File: src/rtl/core/fed_ram.sv
// Generic single-clock RAM: one write port, one read port, registered read.
// No dependencies.
`timescale 1ns / 1ps

module fed_ram #(
  parameter int WIDTH  = 8,
  parameter int DEPTH  = 16,
  localparam int ADDR_W = (DEPTH > 1) ? $clog2(DEPTH) : 1
) (
  input  logic              clk,
  input  logic              we,
  input  logic [ADDR_W-1:0] waddr,
  input  logic [WIDTH-1:0]  wdata,
  input  logic [ADDR_W-1:0] raddr,
  output logic [WIDTH-1:0]  rdata
);

  logic [WIDTH-1:0] mem_r [DEPTH];
  logic [WIDTH-1:0] rdata_r;

  // Write, and register the read data
  always_ff @(posedge clk) begin
    if (we) begin
      mem_r[waddr] <= wdata;
    end
    rdata_r <= mem_r[raddr];
  end

  assign rdata = rdata_r;

endmodule

File: config.mk
export PLATFORM = sky130hd
export DESIGN_NAME = fed_ram
export DESIGN_NICKNAME = d
export VERILOG_FILES = /design/src/rtl/core/fed_ram.sv
export SDC_FILE = /design/constraint.sdc
export NUM_CORES = 1
export LEC_CHECK = 0
export BUFFER_PORTS_ARGS = -buffer_cell sky130_fd_sc_hd__clkbuf_2
export CAP_MARGIN = 20
export CORE_MARGIN = 1.5
export CORE_UTILIZATION = 45
export DETAILED_ROUTE_END_ITERATION = 7
export SKIP_CTS_REPAIR_TIMING = 1
export SYNTH_ARGS = -nofsm -noshare
export SYNTH_HDL_FRONTEND = slang
export SYNTH_SLANG_ARGS = --single-unit
File: constraint.sdc
create_clock -name clk -period 2.5 [get_ports clk]
set_input_delay 0.375 -clock clk [delete_from_list [all_inputs] [get_ports clk]]
set_output_delay 0.375 -clock clk [all_outputs]
set_load 0.03 [all_outputs]
==> flow_metrics.py <==
metrics = {
    "yosys": {
        "muxShareOfSynthArea_pct": 15.02,
        "synth_compound_area_share_pct": 2.333,
        "synth_seq_cells": 136,
        "synth_fa_ha_area_share_pct": 0,
        "synth_simple_gate_area_share_pct": 3.184,
        "synth.avg_cell_area_sq_um": 22.48,
        "ys_seq_area_share_pct": 77.78,
        "syn_nets": 247,
        "synthesis.area_sq_um": 5147,
        "synthXorXnorAreaFrac_pct": 0,
        "synth_top_family_by_area": "multiplexers",
        "ys_types": 19,
        "syn_inst": 229,
        "yosys_warnings": 0,
    },
    "cells_and_area": {
        "area_growth_pct": 18.40,
        "fin_cells": 435,
        "final_cell_mix": "edfxtp_1 (128), clkbuf_2 (25), mux4_2 (18)",
        "nets": 300,
        "drive_above_1_share_pct": 29.15,
        "fillers": 842,
        "layout_commonest_cell": "edfxtp_1",
        "antennaDiodeCount": 0,
    },
    "floorplanning": {
        "die_height_microns": 110.0,
        "rows": 38,
        "dieArea_sq_um": 12090,
        "fp.dieW_microns": 110.0,
        "core-area_sq_um": 10980,
        "start_util_pct": 46.87,
        "ios": 26,
    },
    "clock_network": {
        "numCtsBuffers": 17,
        "htreeDepth": 4,
        "cts_tree": "built",
        "cts_num_sinks": 136,
        "clk_pin_slew_ps": 60,
        "clk_root_buffer_cell": "clkbuf_16",
        "clockBufferDepth": 2,
        "clk_latency_ps": 410,
    },
    "global_routing": {
        "first_global_vias": 2473,
        "grt-ovfl-total": 0,
        "grt_first_pass_wirelength_microns": 15030,
        "antenna_found_initial": 0,
        "grt_max_degree": 33,
        "grtUsageTotal_pct": 18.66,
    },
    "setup_path": {
        "worstPathCellList": "clkbuf_2, buf_12, mux4_1, a22oi_1, nand2_1",
        "cp_num_buf_inv": 2,
        "path_class": "input port to flip-flop",
        "slowest_delay_ps": 590,
        "critPathTopFamily": "multiplexers",
        "crit-reg2reg-capture": "rdata[2]$_DFF_P_",
        "crit_arrival_ps": 1720,
        "start_kind": "input port",
        "critPathLaunch": "raddr[0]",
        "rr_startpoint": "mem_r[11][2]$_DFFE_PP_",
        "cp.depth": 5,
        "ff2ff_setup_slack_ps": 1150,
        "reg2regPathDepth": 3,
        "slowest_stage": "mux4_1",
        "crit_required_ps": 2780,
        "crit_fanout": 32,
        "end_kind": "flip-flop",
    },
    "worst_hold_path": {
        "holdCritStartpoint": "wdata[5]",
        "min_to": "mem_r[2][5]$_DFFE_PP_",
        "whs_path_depth": 1,
        "hold_class": "input port to flip-flop",
    },
    "routing": {
        "via_per_inst": 5.598,
        "firstDrtPassIters": 4,
        "ant_nets": 0,
        "drc_errors": 0,
        "wire_per_inst_microns": 22.68,
        "num_vias": 2435,
        "drt_iter0_markers": 210,
        "drt-total-wl_microns": 9867,
    },
    "sta": {
        "tns_ps": 0,
        "finClkSkew_ps": 6.813,
        "maxSlewHeadroom_pct": 51.28,
        "finalHoldViolations": 0,
        "fmax_mhz": 698.0,
        "worstMarginPinSlew_ps": 728.1,
        "period_minus_slack_ps": 1433,
        "setup_viol_count_final": 0,
        "fin_crit_sh_pct": 57.31,
        "rsz0062_at_grt": "no",
        "report.final.slew_viol_count": 0,
    },
    "outcome": {
        "status": "complete, no violations",
    },
    "placement": {
        "place_inst": 403,
        "hpwl_microns": 6084,
        "portBuffers": 25,
        "gp_congestion": 0.7217,
    },
    "power_and_ir_drop": {
        "p_per_area_nw_per_um2": 852.1,
        "peakVddDrop_mv": 0.3940,
        "leakagePower_nw": 2.082,
    },
    "flow_run": {
        "drv_cap": 0,
    },
}
## area by class of cell
type / instances / area [sq um] / area share (%)
multi-input cells: 83 / 1057 / 17.35
clock inverters: 4 / 68.82 / 1.129
flip-flops and latches: 136 / 4004 / 65.69
repair buffers: 44 / 292.8 / 4.804
clock buffers: 28 / 496.7 / 8.150
well taps: 140 / 175.2 / 2.874
## worst register-to-register path, stage by stage (launching register included)
cell and delay [ps]:
edfxtp_1 370, mux4_1 480, a22oi_1 300, nand2_1 80
## how the worst max path moves through the flow
stage | slack, ps | to
CTS | 1030 | rdata[2]$_DFF_P_
floorplan | 630 | mem_r[0][0]$_DFFE_PP_
detailed placement | 600 | rdata[2]$_DFF_P_
finish | 1070 | rdata[2]$_DFF_P_
global placement | 600 | rdata[3]$_DFF_P_
global route | 1000 | rdata[2]$_DFF_P_
## power breakdown
part | switching (mW) | internal [mW]
Combinational | 0.160 | 0.102
Sequential | 0.0162 | 2.55
Clock | 0.820 | 1.54
## flip-flops by register name, indices dropped and copies added, names as in the netlist
signal / count
mem_r: 128
rdata: 8
## layer usage
metal,track usage (%),vias to the layer above,share of wire [%]
met5,0,-,0
met4,7.143,0,1.6
met1,25.94,1285,46
met3,5.335,12,4.3
li1,-,1079,-
met2,28.13,59,48
## per-stage QoR
step	area (sq um)	power (mW)	utilization (%)	hold WS, ps	worst slack, ps
after detailed placement	5529	2.882	50.34	657.1	604.3
final	6095	5.193	55.49	391.8	1067
after global placement	5529	2.877	50.34	652.2	604.4
after global routing	6095	5.357	55.49	406.5	995.4
after floorplan	5147	2.767	-	473.9	632.1
after CTS	6095	5.241	55.49	387.6	1033
## Yosys cell counts, drive strengths merged
library cell,instances,share of area [%]
mux4,32,15
and2b,1,0.15
edfxtp,128,75
or3b,1,0.17
and2,1,0.12
nand2,9,0.66
a22oi,16,2.3
nor2,13,0.95
nand3,1,0.097
nand3b,2,0.29
dfxtp,8,3.1
nand2b,2,0.24
buf,7,1.1
nor3,4,0.39
clkdlybuf4s25,3,0.58
nor2b,1,0.12
## cells by family (layout without fill, tap and decap cells)
| group | count (synthesis) | count (layout) |
|---|---|---|
| muxes | 32 | 32 |
| DFF | 136 | 136 |
| and+or+nand+nor | 35 | 35 |
| buffers and inverters | 10 | 76 |
| AOI/OAI and AO/OA | 16 | 16 |
No activity file was read; power rests on OpenSTA's default activity.
