File: src/rtl/core/fed_pkg.sv
// Package for the feedback echo delay: widths, word types, register indexes,
// MAC operation codes, controller states and the round-and-saturate helper.
// No dependencies; the top level and fed_mac import it.
`timescale 1ns / 1ps

package fed_pkg;

  // Sample and channel layout, settled by the stream word fields
  localparam int SAMPLE_W = 16;
  localparam int CHANNELS = 2;
  localparam int CH_W     = (CHANNELS > 1) ? $clog2(CHANNELS) : 1;
  localparam logic [CH_W-1:0] CH_LAST = CH_W'(CHANNELS - 1);

  // Default store depth in frames per channel
  localparam int MAX_DELAY_FRAMES_DEF = 262144;

  // Configuration register widths
  localparam int DELAY_W    = 19;
  localparam int FEEDBACK_W = 16;
  localparam int MIX_W      = 17;
  localparam int COEF_W     = 20;
  localparam int CFG_IDX_W  = 3;
  localparam int CFG_DATA_W = 20;

  // Fixed-point layout
  localparam int FRAC_W = 16;
  localparam int PROD_W = COEF_W + SAMPLE_W;
  localparam int ACC_W  = PROD_W + 3;
  localparam int STEP_W = 3;

  typedef logic signed [SAMPLE_W-1:0] sample_t;
  typedef logic signed [COEF_W-1:0]   coef_t;
  typedef logic signed [PROD_W-1:0]   prod_t;
  typedef logic signed [ACC_W-1:0]    acc_t;

  localparam acc_t ROUND_HALF = acc_t'(1 << (FRAC_W - 1));
  localparam acc_t SAT_HI     = acc_t'((2 ** (SAMPLE_W - 1)) - 1);
  localparam acc_t SAT_LO     = acc_t'(-(2 ** (SAMPLE_W - 1)));

  localparam logic [MIX_W-1:0] MIX_UNITY = MIX_W'(65536);

  // Register indexes
  typedef enum logic [CFG_IDX_W-1:0] {
    CFG_DELAY_FRAMES  = 3'd0,
    CFG_FEEDBACK_GAIN = 3'd1,
    CFG_WET_MIX       = 3'd2,
    CFG_LOWPASS_B0    = 3'd3,
    CFG_LOWPASS_B1    = 3'd4,
    CFG_LOWPASS_B2    = 3'd5,
    CFG_LOWPASS_A1    = 3'd6,
    CFG_LOWPASS_A2    = 3'd7
  } cfg_reg_t;

  // Register reset values
  localparam logic [DELAY_W-1:0]    DELAY_FRAMES_RST  = DELAY_W'(24000);
  localparam logic [FEEDBACK_W-1:0] FEEDBACK_GAIN_RST = FEEDBACK_W'(32768);
  localparam logic [MIX_W-1:0]      WET_MIX_RST       = MIX_W'(32768);
  localparam coef_t                 LOWPASS_B0_RST    = coef_t'(65536);
  localparam coef_t                 COEF_ZERO_RST     = coef_t'(0);

  // Stream words
  typedef struct packed {
    sample_t left_sample;
    sample_t right_sample;
  } in_word_t;

  typedef struct packed {
    sample_t left_out;
    sample_t right_out;
  } out_word_t;

  // Products issued for one channel, in issue order
  typedef enum logic [STEP_W-1:0] {
    OP_FB  = 3'd0,
    OP_B1  = 3'd1,
    OP_B2  = 3'd2,
    OP_A1  = 3'd3,
    OP_A2  = 3'd4,
    OP_WET = 3'd5,
    OP_DRY = 3'd6,
    OP_B0  = 3'd7
  } mac_op_t;

  typedef struct packed {
    logic            vld;
    mac_op_t         op;
    logic [CH_W-1:0] ch;
    coef_t           a;
    sample_t         b;
  } mac_req_t;

  typedef struct packed {
    logic            vld;
    mac_op_t         op;
    logic [CH_W-1:0] ch;
    prod_t           prod;
  } mac_rsp_t;

  // Controller states
  typedef enum logic [2:0] {
    ST_IDLE,
    ST_MOD,
    ST_READ,
    ST_WAIT,
    ST_CALC,
    ST_DRAIN,
    ST_WRITE,
    ST_OUT
  } fed_state_t;

  // Round to nearest (halves up) at the Q16 point, then clamp to a sample
  function automatic sample_t rnd_sat(input acc_t v);
    acc_t t;
    t = (v + ROUND_HALF) >>> FRAC_W;
    if (t > SAT_HI) begin
      return sample_t'(SAT_HI);
    end else if (t < SAT_LO) begin
      return sample_t'(SAT_LO);
    end
    return sample_t'(t);
  endfunction

endpackage

File: src/rtl/core/fed_mac.sv
// Shared multiplier of the feedback echo delay: one signed 20 x 16 product
// a cycle, registered together with its operation tag. Uses fed_pkg.
`timescale 1ns / 1ps

module fed_mac import fed_pkg::*; (
  input  logic     clk,
  input  logic     rst_n,
  input  mac_req_t req,
  output mac_rsp_t rsp
);

  mac_rsp_t rsp_r;
  prod_t    prod_nxt;

  // Form the product
  always_comb begin
    prod_nxt = $signed(req.a) * $signed(req.b);
  end

  // Register the valid bit with reset, the op, channel and product without
  always_ff @(posedge clk) begin
    if (!rst_n) begin
      rsp_r.vld <= 1'b0;
    end else begin
      rsp_r.vld <= req.vld;
    end
    rsp_r.op   <= req.op;
    rsp_r.ch   <= req.ch;
    rsp_r.prod <= prod_nxt;
  end

  assign rsp = rsp_r;

endmodule
File: config.mk
export PLATFORM = sky130hd
export DESIGN_NAME = fed_mac
export DESIGN_NICKNAME = d
export VERILOG_FILES = /design/src/rtl/core/fed_pkg.sv /design/src/rtl/core/fed_mac.sv
export SDC_FILE = /design/constraint.sdc
export NUM_CORES = 1
export LEC_CHECK = 0
export ABC_CLOCK_PERIOD_IN_PS = 15750
export BUFFER_PORTS_ARGS = -buffer_cell sky130_fd_sc_hd__buf_4
export CAP_MARGIN = 25
export CORE_AREA = 2 2 144 181
export DETAILED_ROUTE_END_ITERATION = 7
export DIE_AREA = 0 0 146 183
export HOLD_SLACK_MARGIN = 0.1
export PLACE_DENSITY_LB_ADDON = 0.25
export SYNTH_ARGS = -nofsm -noshare
export SYNTH_HDL_FRONTEND = slang
export SYNTH_SLANG_ARGS = --single-unit
File: constraint.sdc
create_clock -name clk -period 15.75 [get_ports clk]
set_input_delay 3.15 -clock clk [delete_from_list [all_inputs] [get_ports clk]]
set_output_delay 3.15 -clock clk [all_outputs]
set_load 0.005 [all_outputs]
==> results of run 1 <==
==> critical path, cell delays in order <==
cell and delay, ns:
buf_4 0.10, clkinv_1 0.49, nor2_1 0.30, fa_1 0.46, fa_1 0.56, fa_1 0.46, fa_1 0.47, fa_1 0.50
inv_1 0.05, fa_1 0.47, inv_1 0.04, ha_1 0.40, and3_1 0.26, nand3_1 0.21, a311o_1 0.47, a31oi_1 0.26
or3_4 0.19, a31oi_1 0.12, o311ai_1 0.33
==> kinds of logic (layout without fill, tap and decap cells) <==
kind of cell,Yosys count,after routing,synth area share
xor+xnor,39,39,0.0268
compound gates,97,97,0.0568
fa+ha+maj,408,408,0.587
buf+inv,410,447,0.121
flops,41,41,0.0643
simple gates,369,369,0.144
==> synthesized netlist by cell type (4+ instances only) <==
library cell    n  area [um2]
xor2_1          8        70.1
nor2_1         25        93.8
ha_1           90        1130
a21o_1         10        75.1
nand3_1         6        30.0
a21oi_1        29         145
nand2_1       166         623
o211ai_1        5        37.5
o21a_1          4        30.0
nand2b_1        4        25.0
and3_1          6        37.5
dfxtp_1        41         821
xnor2_1        31         272
a211oi_1        5        37.5
clkbuf_1       50         188
o21ai_0         8        40.0
inv_1         355        1330
o21bai_1        6        45.0
and2_1        150         938
fa_1          318        6370
==> worst max-delay path by stage <==
| stage | startpoint | endpoint | slack (ns) | cells past startpoint |
|---|---|---|---|---|
| after CTS | req[15] | rsp[33] | 6.70 | 19 |
| final | req[15] | rsp[33] | 6.66 | 19 |
| after detailed placement | req[15] | rsp[33] | 6.40 | 19 |
| after global routing | req[15] | rsp[33] | 6.47 | 20 |
| after floorplan | req[35] | rsp[33] | 7.04 | 20 |
| after global placement | req[15] | rsp[33] | 6.46 | 19 |
==> routing by layer <==
metal | track usage | up-vias | part of all wire
met5 | 0 | - | 0
met4 | 0.0909 | 0 | 0.034
met3 | 0.0234 | 53 | 0.052
met2 | 0.446 | 269 | 0.54
met1 | 0.287 | 4708 | 0.37
li1 | - | 4028 | -
==> cell type report <==
class / instances / area, um2
Clock inverter: 3 / 25.0
Inverter: 356 / 1340
Fill cell: 2319 / 11300
Tap cell: 335 / 419
Clock buffer: 5 / 125
Sequential cell: 41 / 821
Multi-Input combinational cell: 913 / 10400
Timing Repair Buffer: 83 / 623
==> stage by stage <==
stage | utilization | hold WS, ns
6_report | 0.549 | 2.94
5_1_grt | 0.549 | 2.93
4_1_cts | 0.549 | 2.92
3_5_place_dp | 0.543 | 3.26
3_3_place_gp | 0.543 | 3.25
2_1_floorplan | - | 3.18
==> flow_results.org, run 1 <==
** Cells and area
- Number of flip-flops in the largest register :: 41
- Commonest non-fill, non-tap cells in the layout :: inv_1 (355), fa_1 (318), nand2_1 (166)
- # nets final :: 1851
- Leading cell type in the layout, fill and taps excluded :: inv_1
- The area growth from synthesis to layout is 7.67%.
- Share of layout cells above drive strength 1 :: 0.0778
- With fillers left out, the area of the finished cells amounts to 13700 um2.
- Final antenna diode count :: 0
- Post-layout instance count excluding filler cells :: 1736

** Detailed routing
- After detailed routing, the number of vias per cell comes to 5.22.
- Routed len/inst :: 17.1 um
- Remaining design rule violation count :: 0
- Number of design-rule violations left by the first detailed-router iteration :: 448
- Detailed-route via count :: 9058
- Detailed Routing Iterations Pass 1 :: 5
- The routed design has 29.7 mm of wire.
- Number of antenna-violating nets in the routed design :: 0

** Timing
- Highest clock frequency the design can meet :: 110 MHz
- Final hold violation count :: 0
- At the pin with the least slew margin, the transition time is 0.621 ns.
- Setup repair after global routing left no endpoint under its margin.
- Headroom to the max-slew limit came out at 0.583.
- Setup slack on the critical path of the routed design comes to 6.66 ns.
- Total negative setup slack :: 0 ns
- Final critical path time including I/O delays and setup :: 9.09 ns
- Final setup fails :: 0
- Dividing the final minimum period by the clock period gives 0.577.
- Final-report max-slew violation count :: 0

** Logic synthesis
- The number of different library cells used by synthesis comes to 54.
- Counting every net in the synthesized netlist gives 1815.
- Number of flip-flops and latches in the synthesized netlist :: 41
- The share of the Yosys chip area taken by registers is 0.0643.
- The mapped netlist covers 12800 um2.
- Average size of a mapped cell :: 9.36 um2
- Cells after Synth :: 1364
- For this run, asynchronously set or reset flops after synthesis account for 0.
- For this run, the leading register cell type out of synthesis is dfxtp_1.
- In this run, synthesis inferred 0 flip-flops with an integrated enable.
- The Yosys step of the flow raised 0 warnings.

** Die
- Die H :: 183 um
- Total number of placement rows :: 65
- The core region is 25000 um2.
- Area of the die :: 26700 um2
- Effective utilization at floorplan :: 0.510
- Ports placed on the boundary :: 84
- Width of the die :: 146 um

** Clocking
- Number of buffers added for setup after CTS :: 0
- Post-CTS Hold Fix Bufs :: 0
- The clock passes through at most 2 buffers.
- Clock tree from TritonCTS :: done
- H-tree levels :: 2
- Root Driver :: clkbuf_16
- The number of clock buffers added by TritonCTS is 5.
- The tree built by TritonCTS fans out to 41 sinks.
- Resize count post-CTS :: 0
- After clock tree synthesis, the clock-pin slew on the worst setup and hold paths is 0.07 ns.

** Placement
- At the end of routability-driven placement, the weighted congestion stood at 0.855.
- Including well taps, the total number of placed cells is 1728.
- Pre-CTS setup slack :: 6.40 ns
- DP HPWL :: 24.2 mm
- # port buffers :: 83
- Instance area after placement :: 13600 um2

** Global route
- Wire length of the first global-routing pass :: 50.0 mm
- After global routing the overflow that remains totals 0.
- The number of antenna violations at the first check in global routing is 1.
- Entering global routing, the biggest net connects 21 pins.
- The number of global-route vias before repair is 9979.
- Across every metal layer, demand over resource in global routing totals 0.240.

** Worst setup path
- Largest fanout on the critical path :: 18
- Class of the most critical setup path :: input port to register
- Data required, critical path :: 15.95 ns
- Arrival @ worst endpoint :: 9.29 ns
- STA classifies the critical path endpoint as a register.
- STA classifies the critical path startpoint as an input port.

** Worst hold path
- Along the worst hold path, the cell count comes to 1.
- Startpoint of the worst hold path :: req[38]
- Worst Hold Path EP :: rsp[38]
- The path class of the tightest hold or removal check is input port to register.

** Outcome
- Run status :: finished clean

** Run
- Max-cap violations in this run came to 0.
Power of run 1 is left out: the tool's default activity adds up to more than one toggle a clock period on the data nets, which glitch-free logic cannot reach.
==> inputs of run 2 (changes only) <==
ABC_CLOCK_PERIOD_IN_PS = 8200   (was 15750)
clock period = 8.2 ns   (was 15.75 ns; I/O delays follow)
==> run 2 against run 1 <==
Compared with the run above: setup slack got worse by 5.9 ns; first-iteration DRC count shrank 21%; largest cell class unchanged; sequential share of layout area is essentially flat; cell area is 0.11% higher; critical path depth increased by 1; flip-flop and latch count unchanged; worst hold slack got worse by 1.5 ns; global-route usage fell by 0.089 points; non-clock buffer count up 2; die area unchanged; clock-buffer cell count did not move; cell count rose by 0.12%.
==> flow_results.org, run 2 (synthesized netlist as in run 1, its figures left out) <==
** Detailed routing
- Vias per std cell :: 5.17 (-0.96%)
- Routed len/inst :: 17.1 um (-0.33%)
- The detailed-routing iteration count for the pre-antenna-repair pass came to 4 (-1).
- WL met3 :: 1.21 mm (-21%)
- Number of design-rule violations left by the first detailed-router iteration :: 354 (-21%)
- Topmost layer with routed signal wires :: met4
- Final wirelength :: 29.7 mm (-0.22%)
- Routed met1 length :: 11.4 mm (+3.5%)
- The number of nets with antenna violations after routing came to 0 (unchanged).
- The routed wire length on met2 is 16.1 mm (-0.55%).
- Detailed-route via count :: 8981 (-0.85%)
- The total DRC errors in the routed layout was 0 (unchanged).

** Cells and area
- Leading cell type in the layout, fill and taps excluded :: inv_1
- Commonest non-fill, non-tap cells in the layout :: inv_1 (355), fa_1 (318), nand2_1 (166)
- Post-layout instance count excluding filler cells :: 1738 (+0.12%)
- The fraction of layout instances using a drive strength above 1 is 0.0791 (+0.00131).
- The number of antenna diodes came to 0 (unchanged).
- The count of nets after finishing was 1853 (+0.11%).
- Relative area change from synthesis to final layout :: 7.78%
- The number of fillers in the final layout came to 2325 (+0.26%).
- Number of flip-flops in the largest register :: 41 (unchanged)

** Clocking
- Resize count post-CTS :: 0 (unchanged)
- The clock-pin slew on the worst setup and hold paths was 0.07 ns (about the same).
- Number of buffers added for setup after CTS :: 0 (unchanged)
- The clock tree buffer depth is 2 (unchanged).
- The clock sink count came to 41 (unchanged).
- H-tree levels :: 2 (unchanged)
- Root Driver :: clkbuf_16
- CTS Buf Count :: 5 (unchanged)
- Post-CTS Hold Fix Bufs :: 0 (unchanged)
- Clock tree from TritonCTS :: done

** Timing
- The number of pins with negative max-slew slack in the final report is 0 (unchanged).
- Final hold violation count :: 0 (unchanged)
- Final Hold Slack :: 1.43 ns (-1.51 ns)
- Highest clock frequency the design can meet :: 135 MHz
- Slew at the pin closest to its max-slew limit :: 0.548 ns (-0.0731 ns)
- The final setup TNS came to 0 ns (unchanged).
- Dividing the final minimum period by the clock period gives 0.905.
- Final setup fails :: 0 (unchanged)
- The tightest slew margin relative to the limit was 0.634 (+0.0502).
- The least setup slack across all paths after layout is 0.778 ns (-5.89 ns).
- The smallest clock period supported by the final layout is computed as 7.42 ns.
- Unrepaired setup endpoints after global routing :: no

** Worst setup path
- Arrival @ worst endpoint :: 7.64 ns (-1.65 ns)
- Class of the most critical setup path :: input port to register
- STA classifies the critical path endpoint as a register.
- Data required, critical path :: 8.42 ns (-7.53 ns)
- Startpoint types :: input port
- Largest fanout on the critical path :: 20 (+2)
- The critical path ends at rsp[33].
- In this run the worst setup path begins at req[1].

** Global route
- Initial antenna violation count :: 0 (-1)
- The number of global-route vias before repair came to 9970 (-0.090%).
- The total global routing track utilization was 0.239 (-0.000885).
- The final global-route overflow total was 0 (unchanged).
- The pin count of the biggest net entering global routing was 21 (unchanged).
- Wire length of the first global-routing pass :: 50.1 mm (about the same)

** Die
- The number of top-level design ports came to 84 (unchanged).
- The number of core rows was 65 (unchanged).
- Area of the die :: 26700 um2 (unchanged)
- The die span in y is 183 um (unchanged).
- Placeable core region :: 25000 um2 (unchanged)
- Effective utilization at floorplan :: 0.510 (unchanged)
- The die outline width is 146 um (unchanged).

** Placement
- The post-detailed-placement half-perimeter wirelength came to 24.2 mm (+0.13%).
- Pre-CTS setup slack :: 0.431 ns (-5.97 ns)
- Gp weighted congestion :: 0.863 (+0.90%)
- # port buffers :: 83 (unchanged)
- The count of placed standard cells including taps came to 1730 (+0.12%).

** Run
- Number of violations of the max-capacitance limit :: 0 (unchanged)

** Worst hold path
- Worst min-delay path category :: input port to register

** Outcome
- Run status :: finished clean
[run 2: per-stage QoR]
step | util | area [um2]
after global placement | 0.543 | 13600
after detailed placement | 0.543 | 13600
after CTS | 0.549 | 13800
after floorplan | - | 12800
final | 0.549 | 13800
after global routing | 0.549 | 13800
[run 2: routing by layer]
metal / track usage / vias to the layer above
li1: - / 4028
met1: 0.291 / 4653
met2: 0.442 / 244
met3: 0.0224 / 56
met4: 0.0850 / 0
met5: 0 / -
[run 2: worst min-delay path by stage]
stage                  from       to  slack [ns]  cells past startpoint
floorplan           req[36]  rsp[36]        1.67                      0
global placement    req[39]  rsp[39]        1.74                      1
detailed placement  req[38]  rsp[38]        1.75                      1
CTS                 req[38]  rsp[38]        1.41                      1
global route        req[37]  rsp[37]        1.41                      1
finish              req[38]  rsp[38]        1.43                      1
[run 2: worst max-delay path: stages]
cell	delay [ns]
buf_4	0.20
nand2_1	0.15
inv_1	0.11
fa_1	0.78
fa_1	0.52
fa_1	0.52
fa_1	0.51
fa_1	0.50
inv_1	0.05
fa_1	0.47
inv_1	0.04
ha_1	0.34
a211oi_1	0.23
o211ai_1	0.13
a31o_2	0.28
a21oi_4	0.14
a31oi_1	0.15
or3_4	0.42
a311o_1	0.36
o311ai_1	0.09
[run 2: area by class of cell]
type | count | area, um2 | area share
clock inverters | 3 | 25.0 | 0.00182
well taps | 335 | 419 | 0.0305
flip-flops and latches | 41 | 821 | 0.0597
clock buffers | 5 | 125 | 0.00909
repair buffers | 85 | 638 | 0.0464
inverters | 356 | 1340 | 0.0971
multi-input cells | 913 | 10400 | 0.755
Power of run 2 is left out for the same reason.
